### config.mk
export PLATFORM = sky130hd
export DESIGN_NAME = generational_handle_table
export DESIGN_NICKNAME = d
export VERILOG_FILES = /design/src/hdl/ght_pkg.sv /design/src/hdl/ght_ram.sv /design/src/hdl/ght_alloc.sv /design/src/hdl/generational_handle_table.sv
export VERILOG_INCLUDE_DIRS = /design/src /design/src/hdl
export SDC_FILE = /design/constraint.sdc
export NUM_CORES = 1
export LEC_CHECK = 0
export ABC_AREA = 0
export BUFFER_PORTS_ARGS = -buffer_cell sky130_fd_sc_hd__buf_4
export CELL_PAD_IN_SITES_DETAIL_PLACEMENT = 0
export CELL_PAD_IN_SITES_GLOBAL_PLACEMENT = 2
export CORE_MARGIN = 2
export CORE_UTILIZATION = 25
export CTS_CLUSTER_SIZE = 8
export DETAILED_ROUTE_END_ITERATION = 12
export GPL_ROUTABILITY_DRIVEN = 0
export GPL_TIMING_DRIVEN = 1
export PLACE_DENSITY_LB_ADDON = 0.1
export SLEW_MARGIN = 5
export SYNTH_ARGS = -nofsm -noshare
export SYNTH_HDL_FRONTEND = slang
export SYNTH_HIERARCHICAL = 1
export SYNTH_SLANG_ARGS = --single-unit
export TNS_END_PERCENT = 30
### constraint.sdc
create_clock -name clk -period 11.5 [get_ports clk]
set_input_delay 1.15 -clock clk [delete_from_list [all_inputs] [get_ports clk]]
set_output_delay 1.15 -clock clk [all_outputs]
set_load 0.05 [all_outputs]
### src/hdl/generational_handle_table_assert.svh
// assertion macros for the generational handle table
`ifndef GENERATIONAL_HANDLE_TABLE_ASSERT_SVH
`define GENERATIONAL_HANDLE_TABLE_ASSERT_SVH
`ifndef SYNTHESIS
`define GHT_ASSERT_IMP(label, clk, rst_n, ante, cons) \
  label: assert property (@(posedge clk) disable iff (!rst_n) (ante) |-> (cons)) \
    else $error("ght check failed");
`define GHT_ASSERT_NXT(label, clk, rst_n, ante, cons) \
  label: assert property (@(posedge clk) disable iff (!rst_n) (ante) |=> (cons)) \
    else $error("ght check failed");
`else
`define GHT_ASSERT_IMP(label, clk, rst_n, ante, cons)
`define GHT_ASSERT_NXT(label, clk, rst_n, ante, cons)
`endif
`endif

### src/hdl/ght_pkg.sv
// shared types and constants for the generational handle table
package ght_pkg;

  localparam int DEF_SLOTS     = 16;
  localparam int DEF_DATA_BITS = 32;
  localparam int GEN_W         = 8;
  localparam int ID_W          = 16;
  localparam int CMP_W         = 9;
  localparam int SIU_W         = 5;
  localparam logic [SIU_W-1:0] SIU_RESET = 5'd16;

  typedef enum logic [1:0] {
    KIND_FIND   = 2'd0,
    KIND_ADD    = 2'd1,
    KIND_DELETE = 2'd2,
    KIND_NOP    = 2'd3
  } kind_t;

  typedef enum logic [1:0] {
    STAT_OK      = 2'd0,
    STAT_INVALID = 2'd1,
    STAT_STALE   = 2'd2,
    STAT_NOFREE  = 2'd3
  } status_t;

  typedef enum logic {
    CFG_TABLE_ID     = 1'b0,
    CFG_SLOTS_IN_USE = 1'b1
  } cfg_idx_t;

  typedef enum logic {
    ST_IDLE = 1'b0,
    ST_READ = 1'b1
  } state_t;

  typedef struct packed {
    logic set;
    logic clr;
  } slot_upd_t;

  typedef struct packed {
    logic valid;
    logic gen_ok;
  } slot_info_t;

endpackage

### src/hdl/ght_ram.sv
// generic single-port-write ram with registered read
module ght_ram #(
  parameter int WIDTH = 8,
  parameter int DEPTH = 16,
  parameter int AW    = (DEPTH > 1) ? $clog2(DEPTH) : 1
) (
  input  logic             clk,
  input  logic             we,
  input  logic [AW-1:0]    waddr,
  input  logic [WIDTH-1:0] wdata,
  input  logic             re,
  input  logic [AW-1:0]    raddr,
  output logic [WIDTH-1:0] rdata
);

  logic [WIDTH-1:0] mem [DEPTH];
  logic [WIDTH-1:0] rdata_r;

  always_ff @(posedge clk) begin
    if (we) begin
      mem[waddr] <= wdata;
    end
    if (re) begin
      rdata_r <= mem[raddr];
    end
  end

  assign rdata = rdata_r;

endmodule

### src/hdl/ght_alloc.sv
// slot valid bits, free slot search and occupancy count
module ght_alloc #(
  parameter int SLOTS = ght_pkg::DEF_SLOTS,
  parameter int IDX_W = (SLOTS > 1) ? $clog2(SLOTS) : 1,
  parameter int CNT_W = $clog2(SLOTS + 1)
) (
  input  logic                     clk,
  input  logic                     rst_n,
  input  logic [ght_pkg::CMP_W-1:0] eff_size,
  input  logic [IDX_W-1:0]         idx,
  input  ght_pkg::slot_upd_t       upd,
  output ght_pkg::slot_info_t      info,
  output logic                     free_found,
  output logic [IDX_W-1:0]         free_idx,
  output logic [CNT_W-1:0]         occ_next
);

  logic [SLOTS-1:0] valid_r;
  logic [SLOTS-1:0] valid_nxt;
  logic [SLOTS-1:0] genw_r;
  logic [SLOTS-1:0] genw_nxt;
  logic [CNT_W-1:0] cnt_r;

  // lowest free slot inside the active range
  always_comb begin
    free_found = 1'b0;
    free_idx   = '0;
    for (int i = SLOTS - 1; i >= 0; i--) begin
      if (!valid_r[i] && (ght_pkg::CMP_W'(i) < eff_size)) begin
        free_found = 1'b1;
        free_idx   = IDX_W'(i);
      end
    end
  end

  assign info.valid  = valid_r[idx];
  assign info.gen_ok = genw_r[idx];

  always_comb begin
    valid_nxt = valid_r;
    genw_nxt  = genw_r;
    occ_next  = cnt_r;
    if (upd.set) begin
      valid_nxt[idx] = 1'b1;
      genw_nxt[idx]  = 1'b1;
      occ_next       = cnt_r + CNT_W'(1);
    end else if (upd.clr) begin
      valid_nxt[idx] = 1'b0;
      genw_nxt[idx]  = 1'b1;
      if (valid_r[idx]) begin
        occ_next = cnt_r - CNT_W'(1);
      end
    end
  end

  always_ff @(posedge clk) begin
    if (!rst_n) begin
      valid_r <= '0;
      genw_r  <= '0;
      cnt_r   <= '0;
    end else begin
      valid_r <= valid_nxt;
      genw_r  <= genw_nxt;
      cnt_r   <= occ_next;
    end
  end

endmodule

### src/hdl/generational_handle_table.sv
// top level of the generational handle table
//
// usage: requests enter on the in_ stream (kind in in_tuser, handle and data in
// in_tdata); one result leaves on the out_ stream per request, in order.
// kinds: find checks id, index range, valid bit and generation and returns the
// data; add takes the lowest free slot below slots_in_use and returns a new
// handle; delete frees the slot and bumps its generation.
// the accepting edge also starts the slot memory read; checks and
// update run in the read state and the result is registered when that state
// advances, which waits until the output register is free. a new request is
// taken only after the read-modify-write of the combined data and generation
// memory is done. a request is taken while an earlier result still waits in the
// output register; the read-modify-write then holds until that result is
// taken, so a stalled receiver holds back the stream with no loss.
// reset: table empty, all generations zero, table_id 0, slots_in_use 16; no
// clearing pass. user makes cfg writes while no request is in flight; unenforced.
`include "generational_handle_table_assert.svh"
module generational_handle_table #(
  parameter int SLOTS     = ght_pkg::DEF_SLOTS,
  parameter int DATA_BITS = ght_pkg::DEF_DATA_BITS
) (
  input  logic        clk,
  input  logic        rst_n,
  input  logic        cfg_we,
  input  logic [0:0]  cfg_addr,
  input  logic [15:0] cfg_wdata,
  input  logic        in_tvalid,
  output logic        in_tready,
  input  logic [63:0] in_tdata,   // handle_in, data_in
  input  logic [1:0]  in_tuser,   // kind
  output logic        out_tvalid,
  input  logic        out_tready,
  output logic [71:0] out_tdata,  // handle_out, data_out, occupied, zero pad
  output logic [1:0]  out_tuser   // status
);

  localparam int IDX_W = (SLOTS > 1) ? $clog2(SLOTS) : 1;
  localparam int CNT_W = $clog2(SLOTS + 1);
  localparam int GEN_W = ght_pkg::GEN_W;
  localparam int CMP_W = ght_pkg::CMP_W;
  localparam int MEM_W = DATA_BITS + GEN_W;

  // configuration
  logic [ght_pkg::ID_W-1:0]  table_id_r;
  logic [ght_pkg::SIU_W-1:0] siu_r;

  always_ff @(posedge clk) begin
    if (!rst_n) begin
      table_id_r <= '0;
      siu_r      <= ght_pkg::SIU_RESET;
    end else if (cfg_we) begin
      unique case (ght_pkg::cfg_idx_t'(cfg_addr))
        ght_pkg::CFG_TABLE_ID:     table_id_r <= cfg_wdata;
        ght_pkg::CFG_SLOTS_IN_USE: siu_r      <= ght_pkg::SIU_W'(cfg_wdata);
        default: ;
      endcase
    end
  end

  logic [CMP_W-1:0] eff_size;
  assign eff_size = ({4'b0, siu_r} > CMP_W'(SLOTS)) ? CMP_W'(SLOTS) : {4'b0, siu_r};

  // request fields
  ght_pkg::kind_t        in_kind;
  logic [7:0]            in_idx8;
  logic [GEN_W-1:0]      in_gen;
  logic [ght_pkg::ID_W-1:0] in_id;
  logic [31:0]           in_data;
  logic                  in_fire;

  assign in_kind = ght_pkg::kind_t'(in_tuser);
  assign in_idx8 = in_tdata[7:0];
  assign in_gen  = in_tdata[15:8];
  assign in_id   = in_tdata[31:16];
  assign in_data = in_tdata[63:32];
  assign in_fire = in_tvalid && in_tready;

  // control
  ght_pkg::state_t state_r, state_nxt;
  logic            advance;

  always_comb begin
    state_nxt = state_r;
    unique case (state_r)
      ght_pkg::ST_IDLE: if (in_fire) state_nxt = ght_pkg::ST_READ;
      ght_pkg::ST_READ: if (advance) state_nxt = ght_pkg::ST_IDLE;
      default: state_nxt = ght_pkg::ST_IDLE;
    endcase
  end

  always_comb begin
    in_tready = 1'b0;
    advance   = 1'b0;
    unique case (state_r)
      ght_pkg::ST_IDLE: in_tready = 1'b1;
      ght_pkg::ST_READ: advance = !out_tvalid || out_tready;
      default: ;
    endcase
  end

  always_ff @(posedge clk) begin
    if (!rst_n) begin
      state_r <= ght_pkg::ST_IDLE;
    end else begin
      state_r <= state_nxt;
    end
  end

  // slot allocation
  ght_pkg::slot_upd_t  upd;
  ght_pkg::slot_info_t info;
  logic                free_found;
  logic [IDX_W-1:0]    free_idx;
  logic [CNT_W-1:0]    occ_next;
  logic [IDX_W-1:0]    idx_r;

  ght_alloc #(
    .SLOTS (SLOTS),
    .IDX_W (IDX_W),
    .CNT_W (CNT_W)
  ) u_alloc (
    .clk        (clk),
    .rst_n      (rst_n),
    .eff_size   (eff_size),
    .idx        (idx_r),
    .upd        (upd),
    .info       (info),
    .free_found (free_found),
    .free_idx   (free_idx),
    .occ_next   (occ_next)
  );

  // pre-checks at acceptance
  logic                  in_range;
  logic                  pre_ok;
  ght_pkg::status_t      pre_status;
  logic [IDX_W-1:0]      sel_idx;

  assign in_range = {1'b0, in_idx8} < eff_size;

  always_comb begin
    pre_ok     = 1'b0;
    pre_status = ght_pkg::STAT_INVALID;
    sel_idx    = IDX_W'(in_idx8);
    unique case (in_kind)
      ght_pkg::KIND_FIND: pre_ok = (in_id == table_id_r) && in_range;
      ght_pkg::KIND_ADD: begin
        sel_idx = free_idx;
        pre_ok  = free_found;
        if (!free_found) begin
          pre_status = ght_pkg::STAT_NOFREE;
        end
      end
      ght_pkg::KIND_DELETE: pre_ok = in_range;
      default: pre_ok = 1'b0;
    endcase
  end

  ght_pkg::kind_t   op_r;
  logic             pre_ok_r;
  ght_pkg::status_t pre_status_r;
  logic [GEN_W-1:0] hgen_r;
  logic [31:0]      data_r;

  always_ff @(posedge clk) begin
    if (in_fire) begin
      op_r         <= in_kind;
      pre_ok_r     <= pre_ok;
      pre_status_r <= pre_status;
      hgen_r       <= in_gen;
      data_r       <= in_data;
      idx_r        <= sel_idx;
    end
  end

  // slot memory: generation above data
  logic             mem_we;
  logic [MEM_W-1:0] mem_wdata;
  logic [MEM_W-1:0] mem_rdata;

  ght_ram #(
    .WIDTH (MEM_W),
    .DEPTH (SLOTS),
    .AW    (IDX_W)
  ) u_slot_ram (
    .clk   (clk),
    .we    (mem_we),
    .waddr (idx_r),
    .wdata (mem_wdata),
    .re    (in_fire),
    .raddr (sel_idx),
    .rdata (mem_rdata)
  );

  // read-modify-write
  logic [GEN_W-1:0] gen_cur;
  ght_pkg::status_t res_status;
  logic [31:0]      res_hout;
  logic [31:0]      res_dout;

  assign gen_cur = info.gen_ok ? mem_rdata[DATA_BITS +: GEN_W] : '0;

  always_comb begin
    res_status = pre_status_r;
    res_hout   = '0;
    res_dout   = '0;
    upd        = '0;
    mem_we     = 1'b0;
    mem_wdata  = {gen_cur, {DATA_BITS{1'b0}}};
    if (pre_ok_r) begin
      res_status = ght_pkg::STAT_OK;
      unique case (op_r)
        ght_pkg::KIND_FIND: begin
          if (!info.valid || (gen_cur != hgen_r)) begin
            res_status = ght_pkg::STAT_STALE;
          end else begin
            res_dout = 32'(mem_rdata[DATA_BITS-1:0]);
          end
        end
        ght_pkg::KIND_ADD: begin
          upd.set   = advance;
          mem_we    = advance;
          mem_wdata = {gen_cur, DATA_BITS'(data_r)};
          res_hout  = {table_id_r, gen_cur, 8'(idx_r)};
        end
        ght_pkg::KIND_DELETE: begin
          upd.clr   = advance;
          mem_we    = advance;
          mem_wdata = {GEN_W'(gen_cur + 1'b1), {DATA_BITS{1'b0}}};
        end
        default: res_status = ght_pkg::STAT_INVALID;
      endcase
    end
  end

  // output register
  logic             out_valid_r;
  ght_pkg::status_t out_status_r;
  logic [31:0]      out_hout_r;
  logic [31:0]      out_dout_r;
  logic [4:0]       out_occ_r;

  always_ff @(posedge clk) begin
    if (!rst_n) begin
      out_valid_r <= 1'b0;
    end else if (advance) begin
      out_valid_r <= 1'b1;
    end else if (out_tready) begin
      out_valid_r <= 1'b0;
    end
  end

  always_ff @(posedge clk) begin
    if (advance) begin
      out_status_r <= res_status;
      out_hout_r   <= res_hout;
      out_dout_r   <= res_dout;
      out_occ_r    <= 5'(occ_next);
    end
  end

  assign out_tvalid = out_valid_r;
  assign out_tdata  = {3'b0, out_occ_r, out_dout_r, out_hout_r};
  assign out_tuser  = out_status_r;

  `GHT_ASSERT_NXT(a_accept_reads, clk, rst_n, in_fire, state_r == ght_pkg::ST_READ)
  `GHT_ASSERT_IMP(a_occ_bound, clk, rst_n, 1'b1, occ_next <= CNT_W'(SLOTS))
  `GHT_ASSERT_IMP(a_out_after_read, clk, rst_n, $rose(out_valid_r), $past(state_r == ght_pkg::ST_READ))
  `GHT_ASSERT_IMP(a_write_in_read, clk, rst_n, mem_we, advance && pre_ok_r)

endmodule
---- Word level (Yosys, flattened, before mapping) ----
Memories as Yosys holds them, arrays and structs flattened. A register that Yosys moved wholly into a read port is not among the register bits.
Cells that the tools add are included.
word-level totals
  output and inout bits ................... 76
  word-level logic and storage cells ...... 173
  input bits .............................. 88
  memories ................................ 1
  RAM bits ................................ 640
  bits in latches ......................... 0
  bits in read-only memories .............. 0
  bits in registers ....................... 180
memories
  name            depth  width  read ports  clocked after Yosys merged registers in  wr ports  RTL line       text
  u_slot_ram.mem  16     40     1           1                                        1         ght_ram.sv:16  logic [WIDTH-1:0] mem [DEPTH];
cells by class
  bitwise logic cells ..................... 8
  add/subtract/negate cells ............... 3
  divide/modulo/power cells ............... 0
  shifts and indexed selects .............. 0
  eq/ne operators ......................... 6
  multipliers ............................. 0
  mux-type cells .......................... 69
  magnitude comparators ................... 20
  reduce and logical (&&, ||, !) cells .... 48
operators by type and width
  kind                                                        number
  case mux 40 bit (2 select lines)                            1
  two-way mux 4 bit                                           17
  two-way mux 16 bit                                          4
  less-than comparator 4 x 5 -> 1 bit (first input constant)  8
  two-way mux 40 bit                                          1
  OR 16 bit                                                   2
  two-way mux 1 bit                                           31
  less-than comparator 3 x 5 -> 1 bit (first input constant)  4
  two-way mux 5 bit                                           4
  logical AND 1 bit                                           19
  logical NOT 1 bit                                           18
  AND 16 bit                                                  1
  equality test 16 bit                                        1
  inverter 16 bit                                             1
  less-than comparator 1 x 5 -> 1 bit (first input constant)  2
  less-than comparator 2 x 5 -> 1 bit (first input constant)  2
  adder 8 x 1 -> 8 bit (second input constant)                1
  binary-select mux 1 bit (select 4 bit)                      2
  less-than comparator 8 x 5 -> 1 bit                         1
  two-way mux 2 bit                                           4
  two-way mux 8 bit                                           1
  != test 8 bit                                               1
  AND reduction 2 bit                                         3
  adder 5 x 1 -> 5 bit (second input constant)                1
  other kinds (16)                                            24

---- Longest topological paths before layout ----
Gate-level depths: netlist of the first run.
  depth after elaboration ................. 21
  mapped depth ............................ 17
  mapped depth without buffers ............ 13

---- Hierarchy ----
Netlist of the first run, hierarchy kept.
modules (own cells, without submodules)
  module                     seq. area each (sq um)  area each (sq um)  cells each  instances
  ght_ram                    20419.6                 25532.0            1040        1
  generational_handle_table  3913.8                  5911.9             468         1
  ght_alloc                  740.7                   2353.5             305         1

---- Worst setup path before layout of the first run ----
Ideal clock, no wire load.
  path kind ............................... input -> register
  from .................................... input in_tvalid
  to ...................................... register data_r[0] (enable)
  cell stages on the path ................. 1
  setup time .............................. 0.546 ns
  slack ................................... 5.965 ns
  required time ........................... 10.954 ns
  arrival time ............................ 4.990 ns
  buffers on the path ..................... 0
  cells stage by stage .................... nor2b_1
on the way
  longest elaborated chain between the ends .. 1
RTL lines
  element                 RTL line                          text
  start: declaration      generational_handle_table.sv:27   input logic in_tvalid,
  logical AND 1 bit       generational_handle_table.sv:76   assign in_fire = in_tvalid && in_tready;
  end signal: assignment  generational_handle_table.sv:171  data_r <= in_data;
  end: declaration        generational_handle_table.sv:163  logic [31:0] data_r;
No other way between the ends.
A chain may end at the register's enable or synchronous reset.

---- Final worst setup path of the first run ----
  from .................................... register siu_r[4] in the netlist's numbering
  to ...................................... register u_slot_ram.rdata_r[13] (netlist: u_slot_ram/rdata[13]), read port of u_slot_ram.mem, data pin
on the way
  longest elaborated chain between the ends .. 21
  elaborated cells between the ends (all ways) .. 51
  classes of those cells .................. 17 x order compare; 18 x mux; 16 x reduce/logical
RTL lines
  element                              RTL line                          text
  start: declaration                   generational_handle_table.sv:45   logic [ght_pkg::SIU_W-1:0] siu_r;
  start signal: assignment             generational_handle_table.sv:50   siu_r <= ght_pkg::SIU_RESET;
  start signal: assignment             generational_handle_table.sv:54   ght_pkg::CFG_SLOTS_IN_USE: siu_r <= ght_pkg::SIU_W'(cfg_wdata);
  greater-than comparator 5 bit *      generational_handle_table.sv:61   assign eff_size = ({4'b0, siu_r} > CMP_W'(SLOTS)) ? CMP_W'(SLOTS) : {4'b0, siu_r};
  two-way mux 5 bit *                  generational_handle_table.sv:61
  named net eff_size[0]                generational_handle_table.sv:60   logic [CMP_W-1:0] eff_size;
  less-than comparator 4 x 5 -> 1 bit  ght_alloc.sv:29                   if (!valid_r[i] && (ght_pkg::CMP_W'(i) < eff_size)) begin
  logical AND 1 bit                    ght_alloc.sv:29
  two-way mux 4 bit (15 in a row)      ght_alloc.sv:29
  two-way mux 4 bit *                  ght_alloc.sv:29
  named net free_idx[1]                generational_handle_table.sv:113  logic [IDX_W-1:0] free_idx;
  two-way mux 4 bit *                  generational_handle_table.sv:145  unique case (in_kind)
  named net sel_idx[1]                 generational_handle_table.sv:137  logic [IDX_W-1:0] sel_idx;
  end: declaration                     ght_ram.sv:17                     logic [WIDTH-1:0] rdata_r;
The timed path passes the listed nets; every way through them passes the cells marked *.

==> results.md, run 1 <==
- Worst path required time: between 10 and 15 ns
- Fin. max-slew vios: 0
- Largest net degree at the start of global routing: 113
- Postcts setup bufs: 0
- Max Clock Skew: ~0.054 ns
- Synth Instances: 1,813
- Post-layout min period: ~5.1 ns
- Root buf cell: clkbuf_16
- Final period utilization: 44.8%
- I/O pin total: between 150 and 200
- Initial antenna violation count: 4
- CTS Buf Count: between 100 and 150
- Routed vias: roughly 18,000
- Top post-synthesis cells by area: edfxtp_1 71%, mux4_2 7.0%, mux4_1 4.7%, dfxtp_1 3.6%, a22oi_1 1.8%
- Post-synth EDFFs: roughly 800
- Post-synthesis register bit count: approximately 860
- TritonCTS Sinks: around 860
- Worst hold slack: around 0.47 ns
- CTS resizes: 0
- Max cap viols: 0
- HP Start: u_alloc/genw_r[9]
- Top_reg_cell synth: edfxtp_1
- CORE AREA: between 100,000 and 150,000 µm²
- R2r endpoint: u_slot_ram/rdata[13]
- Initial DRC Count: about 1,300
- Most instantiated library cell after synthesis: edfxtp_1
- Die Wd: approximately 370 µm
- RSZ-0062 raised after global routing: no
- Hold path depth: 2
- Worst Setup Path Type: flip-flop to flip-flop
- Fin util: between 30% and 40%
- Die area: between 100,000 and 150,000 µm²
- Worst Hold Path EP: u_alloc/genw_r[9]
- Worst r2r src: siu_r[4]
- CP endpoint kind: flip-flop
- Peak supply drop: 0.139 mV
- Total gr overflow: 0
- Post-Syn Area: 33,800 µm²
- Die Y: ~370 µm
- Synth warnings: 6
- List of most frequent post-synthesis cells: 795 x edfxtp_1, 133 x nand2_1, 105 x mux4_2
- Worst-skew pair later-pin latency: between 0.7 and 0.8 ns
- R2r worst-path depth: 13
- Sequential element share of the synthesized area: 74.2%
- Cell Count Post-Placement: 3,693
- Layout cells sized above 1: 23.3%
- Reg2Reg Setup Slack: roughly 6.4 ns
- Synth Area per Inst: 18.6 µm²
- HPWL after DPL: approximately 51,000 µm
- Crit path launch type: flip-flop
- Worst Path Arrival: roughly 5.6 ns
- Leak: 14.8 nW
- DRT Pass-1 Iters: 7
- Initial Util: approximately 25%
- Nets: roughly 2,100
- TritonCTS clock tree: done
- Reg clk slew, reported paths: roughly 0.05 ns
- Via/cell ratio: approximately 4.6
- Ys async rst share: 0%
- Pwr/cell area: approximately 170 nW/µm²
- Final ANT Viol Nets: 0
- Fillcell total: about 13,000
- First-pass GRT wire length: roughly 140,000 µm
- Setup TNS: 0 ns
- Area share of the largest cell type after synthesis: between 70% and 80%
- Max Clk Rate: a little under 200 MHz
- Final setup fails: 0
- I/O Buffers: between 150 and 200
- Row cnt: approximately 130
- Relative slew slack: a little over a fifth
- Final total power: 6.98 mW
- Final Routed Wirelength: between 90,000 and 100,000 µm
- Area Growth Syn to Fin: 19.5%
- Final Hold Fails: 0
- Layout Cells excl Fill: 3,855
- Hold bufs inserted after CTS: 0
- Drt wl/cell: 25.8 µm
- Vias in the first global route: 18,633
- Tightest Hold Check Type: flip-flop to flip-flop
- Status: completed
- H-tree depth: 3
- DRC Markers: 0
- Global Route Usage Sum: 14.4%
- Area leader, netlist: edfxtp_1
- Distinct cell type count after synthesis: 70
- Worst-margin pin slew: around 1.2 ns
- Clock Path Buffers: 3
- Max Fanout on Critical Path: 62
==> flip-flops by register name (all words and copies together) (netlist names), 4 cells and up, named ones only <==
| register | count |
|---|---|
| u_slot_ram/mem | 640 |
| u_slot_ram/rdata | 40 |
| data_r | 32 |
| out_dout_r | 32 |
| out_hout_r | 28 |
| table_id_r | 16 |
| u_alloc/genw_r | 16 |
| hgen_r | 8 |
| out_occ_r | 5 |
| siu_r | 5 |
| u_alloc/cnt_r | 5 |
| idx_r | 4 |
==> per-stage QoR <==
step | setup WS, ns | cell area [µm²]
final | 6.35 | 40400
after global routing | 5.94 | 40400
after CTS | 6.29 | 40400
after detailed placement | 6.24 | 37100
after global placement | 6.24 | 37100
after floorplan | 5.96 | 33900
==> critical path, stage by stage (launching register included) <==
cell and delay [ns]:
dfxtp_1 0.34, nor2b_1 0.55, a21o_1 0.23, a211oi_1 0.09, a221oi_1 0.31, a21oi_1 0.09
o211ai_1 0.16, and3_1 0.20, mux2_8 0.59, buf_4 0.67, buf_4 0.81, mux4_2 0.42
a22oi_1 0.24, nand2_1 0.07
==> cell type report <==
class / count / area, µm² / share of cell area, %
Clock buffer: 147 / 3160 / 7.81
Sequential cell: 855 / 25100 / 62.1
Inverter: 23 / 88.8 / 0.220
Timing Repair Buffer: 194 / 1470 / 3.64
Multi-Input combinational cell: 853 / 8230 / 20.4
Tap cell: 1768 / 2210 / 5.48
Clock inverter: 9 / 149 / 0.369
Antenna cell: 6 / 15.0 / 0.0372
==> power by group <==
part           switching (mW)  leakage [nW]  internal (mW)  total, mW
sequential             0.0271          9.05           3.42       3.45
clock                    1.29          1.61           1.91       3.20
combinational           0.227          4.10          0.111      0.338
total                    1.54          14.8           5.44       6.98
==> metal layers <==
layer	part of all wire, %	wire length (µm)	track usage [%]
met4	2.0	2040	3.95
met1	45	45200	19.4
met5	0	0	0
met3	4.0	4010	2.78
met2	48	48200	23.7
==> cell usage in the layout (no fill, tap or decap), types with 5 or more instances in the layout <==
master / count
mux4_1: 60
a21boi_0: 16
nand4_1: 13
xnor2_1: 15
clkbuf_16: 122
o21ai_0: 20
nor3_1: 10
nor2_4: 13
nand2_1: 133
nand3_1: 16
inv_1: 21
a21boi_1: 7
nor2_1: 79
a21oi_1: 37
edfxtp_1: 795
nor2b_1: 13
o22ai_1: 5
buf_4: 193
conb_1: 17
mux4_2: 105
and3_1: 24
mux2i_1: 11
xor2_1: 7
dfxtp_1: 60
a22oi_1: 83
and2_1: 67
clkbuf_1: 24
ha_1: 11
diode_2: 6
nand2b_1: 13
==> how the worst max path moves through the flow <==
stage | start | to | slack [ns]
CTS | siu_r[4] | u_slot_ram/rdata[13] | 6.29
global placement | in_tuser[1] | u_slot_ram/rdata[13] | 6.24
global route | siu_r[4] | u_slot_ram/rdata[20] | 5.94
detailed placement | in_tuser[1] | u_slot_ram/rdata[13] | 6.24
finish | siu_r[4] | u_slot_ram/rdata[13] | 6.35
floorplan | in_tvalid | data_r[0] | 5.96
==> kinds of logic after synthesis <==
logic type | count (synthesis) | synth area share [%]
and+or+nand+nor | 416 | 6.06
AOI/OAI and AO/OA | 203 | 4.29
muxes | 184 | 12.3
DFF | 855 | 74.2
xor gates and xnor gates | 22 | 0.570
buffers and inverters | 121 | 2.21
other | 1 | 0.0111
adders and majority gates | 11 | 0.407
Note: power is estimated with default switching activity, not from simulation.
==> inputs of run 2 (changes only) <==
clock period = 4.65 ns   (was 11.5 ns; I/O delays follow)
==> results.md, run 2 (synthesis results as in run 1) <==
- Status: completed
- Via/cell ratio: 4.52 (-1.1%)
- Postcts setup bufs: 0 (unchanged)
- Initial DRC Count: 1,041 (-18%)
- Global Route Usage Sum: 14.3% (-0.091 points)
- Final ANT Viol Nets: 0 (unchanged)
- HP Start: out_tready
- DRC Markers: 0 (unchanged)
- Clock Path Buffers: 3 (unchanged)
- Busiest grt layer: met2
- Setup TNS: 0 ns (unchanged)
- Worst-margin pin slew: 1.21 ns (+0.0207 ns)
- Tightest Hold Check Type: input port to flip-flop
- I/O pin total: 164 (unchanged)
- Root buf cell: clkbuf_16
- Drt wl/cell: 25.0 µm (-3.0%)
- RSZ-0062 raised after global routing: no
- Fillcell total: 13,066 (-0.82%)
- I/O Buffers: 156 (unchanged)
- Worst path required time: 5.10 ns (-6.85 ns)
- Post-layout min period: 4.03 ns (-1.12 ns)
- HPWL after DPL: 53,300 µm (+4.2%)
- Met1 Resource Use GR: 19.3% (about the same)
- Max Fanout on Critical Path: 39 (-37%)
- Max Clk Rate: 248 MHz (+28%)
- GR Util met3: 2.60% (-0.18 points)
- Fin. max-slew vios: 0 (unchanged)
- Top reg by flops: u_slot_ram/mem
- Row cnt: 134 (unchanged)
- Worst-skew pair later-pin latency: 0.71 ns (about the same)
- Worst Setup Path Type: flip-flop to flip-flop
- Cell Count Post-Placement: 3,720 (+0.73%)
- CP endpoint kind: flip-flop
- Vias in the first global route: 18,987 (+1.9%)
- Max Clock Skew: 0.0283 ns (-0.0262 ns)
- PnR worst setup slack: 0.622 ns (-5.73 ns)
- Worst Path Arrival: 4.48 ns (-1.11 ns)
- Dpl ws: 0.560 ns (-5.68 ns)
- Final Hold Fails: 0 (unchanged)
- Pwr/cell area: 417 nW/µm² (+140%)
- DRT Pass-1 Iters: 7 (unchanged)
- Total gr overflow: 0 (unchanged)
- Relative slew slack: 19.6% (-1.4 points)
- H-tree depth: 3 (unchanged)
- Worst r2r src: siu_r[4]
- Hold bufs inserted after CTS: 59 (+59)
- Largest net degree at the start of global routing: 89 (-21%)
- TritonCTS clock tree: done
- Peak supply drop: 0.280 mV (+100%)
- TritonCTS Sinks: 855 (unchanged)
- Initial antenna violation count: 3 (-1)
- Highest-count cells in the layout ignoring fill and taps: 795 x edfxtp_1, 194 x buf_4, 133 x nand2_1
- CTS Buf Count: 118 (-0.84%)
- First-pass GRT wire length: 140,000 µm (-0.15%)
- Final Routed Wirelength: 98,500 µm (-0.99%)
- Max reg flops: 640 (unchanged)
- Die Y: 372 µm (unchanged)
- Commonest non-fill, non-tap cell in the layout: edfxtp_1
- Routed vias: 17,785 (+0.97%)
- Die area: 138,000 µm² (unchanged)
- Worst hold slack: 0.0782 ns (-0.387 ns)
- CORE AREA: 134,000 µm² (unchanged)
- Initial Util: 25.3% (unchanged)
- Final period utilization: 86.6% (+42 points)
- Max cap viols: 0 (unchanged)
- CTS resizes: 0 (unchanged)
- Nets: 2,230 (+4.0%)
- Leak: 15.2 nW (+3.0%)
- Die Wd: 372 µm (unchanged)
- Crit path launch type: flip-flop
- Layout Cells excl Fill: 3,935 (+2.1%)
- Final setup fails: 0 (unchanged)
- Grt met2 use: 23.6% (-0.046 points)
- Area Growth Syn to Fin: 22.6%
- Reg clk slew, reported paths: 0.06 ns (about the same)
- Crit path launch: siu_r[4]
- Layout cells sized above 1: 23.4% (+0.055 points)
[run 2: cell count changes in the layout (fill, tap and decap cells not counted), moves of 3 or more]
cell           previous run  this run
dlygate4sd3_1             0        59
buf_12                    1        27
diode_2                   6         1
clkbuf_8                  1         4
clkinv_2                  4         1
[run 2: final cells by class]
cell class	instances	area, µm²	share of cell area, %
multi-input combinational	853	8220	19.8
sequential	855	25100	60.5
antenna	1	2.50	0.00604
timing repair buffer	280	2590	6.24
clock buffer	151	3180	7.67
inverter	23	88.8	0.214
tap	1768	2210	5.34
clock inverter	4	85.1	0.205
[run 2: report_power, final]
group          internal (mW)  switching (mW)  leakage, nW
sequential              8.47          0.0720         9.05
clock                   4.67            3.19         1.59
combinational          0.332           0.564         4.57
total                   13.5            3.83         15.2
[run 2: critical path, stage by stage (launching register included)]
cell      delay (ns)
dfxtp_1         0.34
inv_1           0.13
nand2_1         0.09
inv_1           0.28
inv_1           0.11
or3_1           0.35
a221oi_1        0.31
o211ai_1        0.12
a21oi_1         0.20
mux2_8          0.52
buf_12          0.34
mux4_1          0.60
a22oi_1         0.19
nand2_1         0.09
[run 2: per-stage QoR]
stage          instance area [µm²]  power, mW  util, %
6_report                     41400       17.3     31.0
4_1_cts                      41400       17.7     31.0
3_5_place_dp                 37600       9.58     28.1
3_3_place_gp                 37600       9.58     28.1
5_1_grt                      41400       18.0     31.0
2_1_floorplan                33900       9.19        -
[run 2: worst paths after layout]
| kind | to | slack, ns | cells after the start |
|---|---|---|---|
| max | u_slot_ram/rdata[19] | 0.62 | 13 |
| min | out_tvalid | 0.08 | 3 |
| max reg2reg | u_slot_ram/rdata[19] | 0.62 | 13 |
| min reg2reg | u_alloc/genw_r[4] | 0.47 | 2 |
[run 2: metal layers]
metal	up-vias	routed length, µm
met5	-	0
met4	0	2060
met3	139	3780
met2	352	46800
met1	9431	45900
li1	7863	-
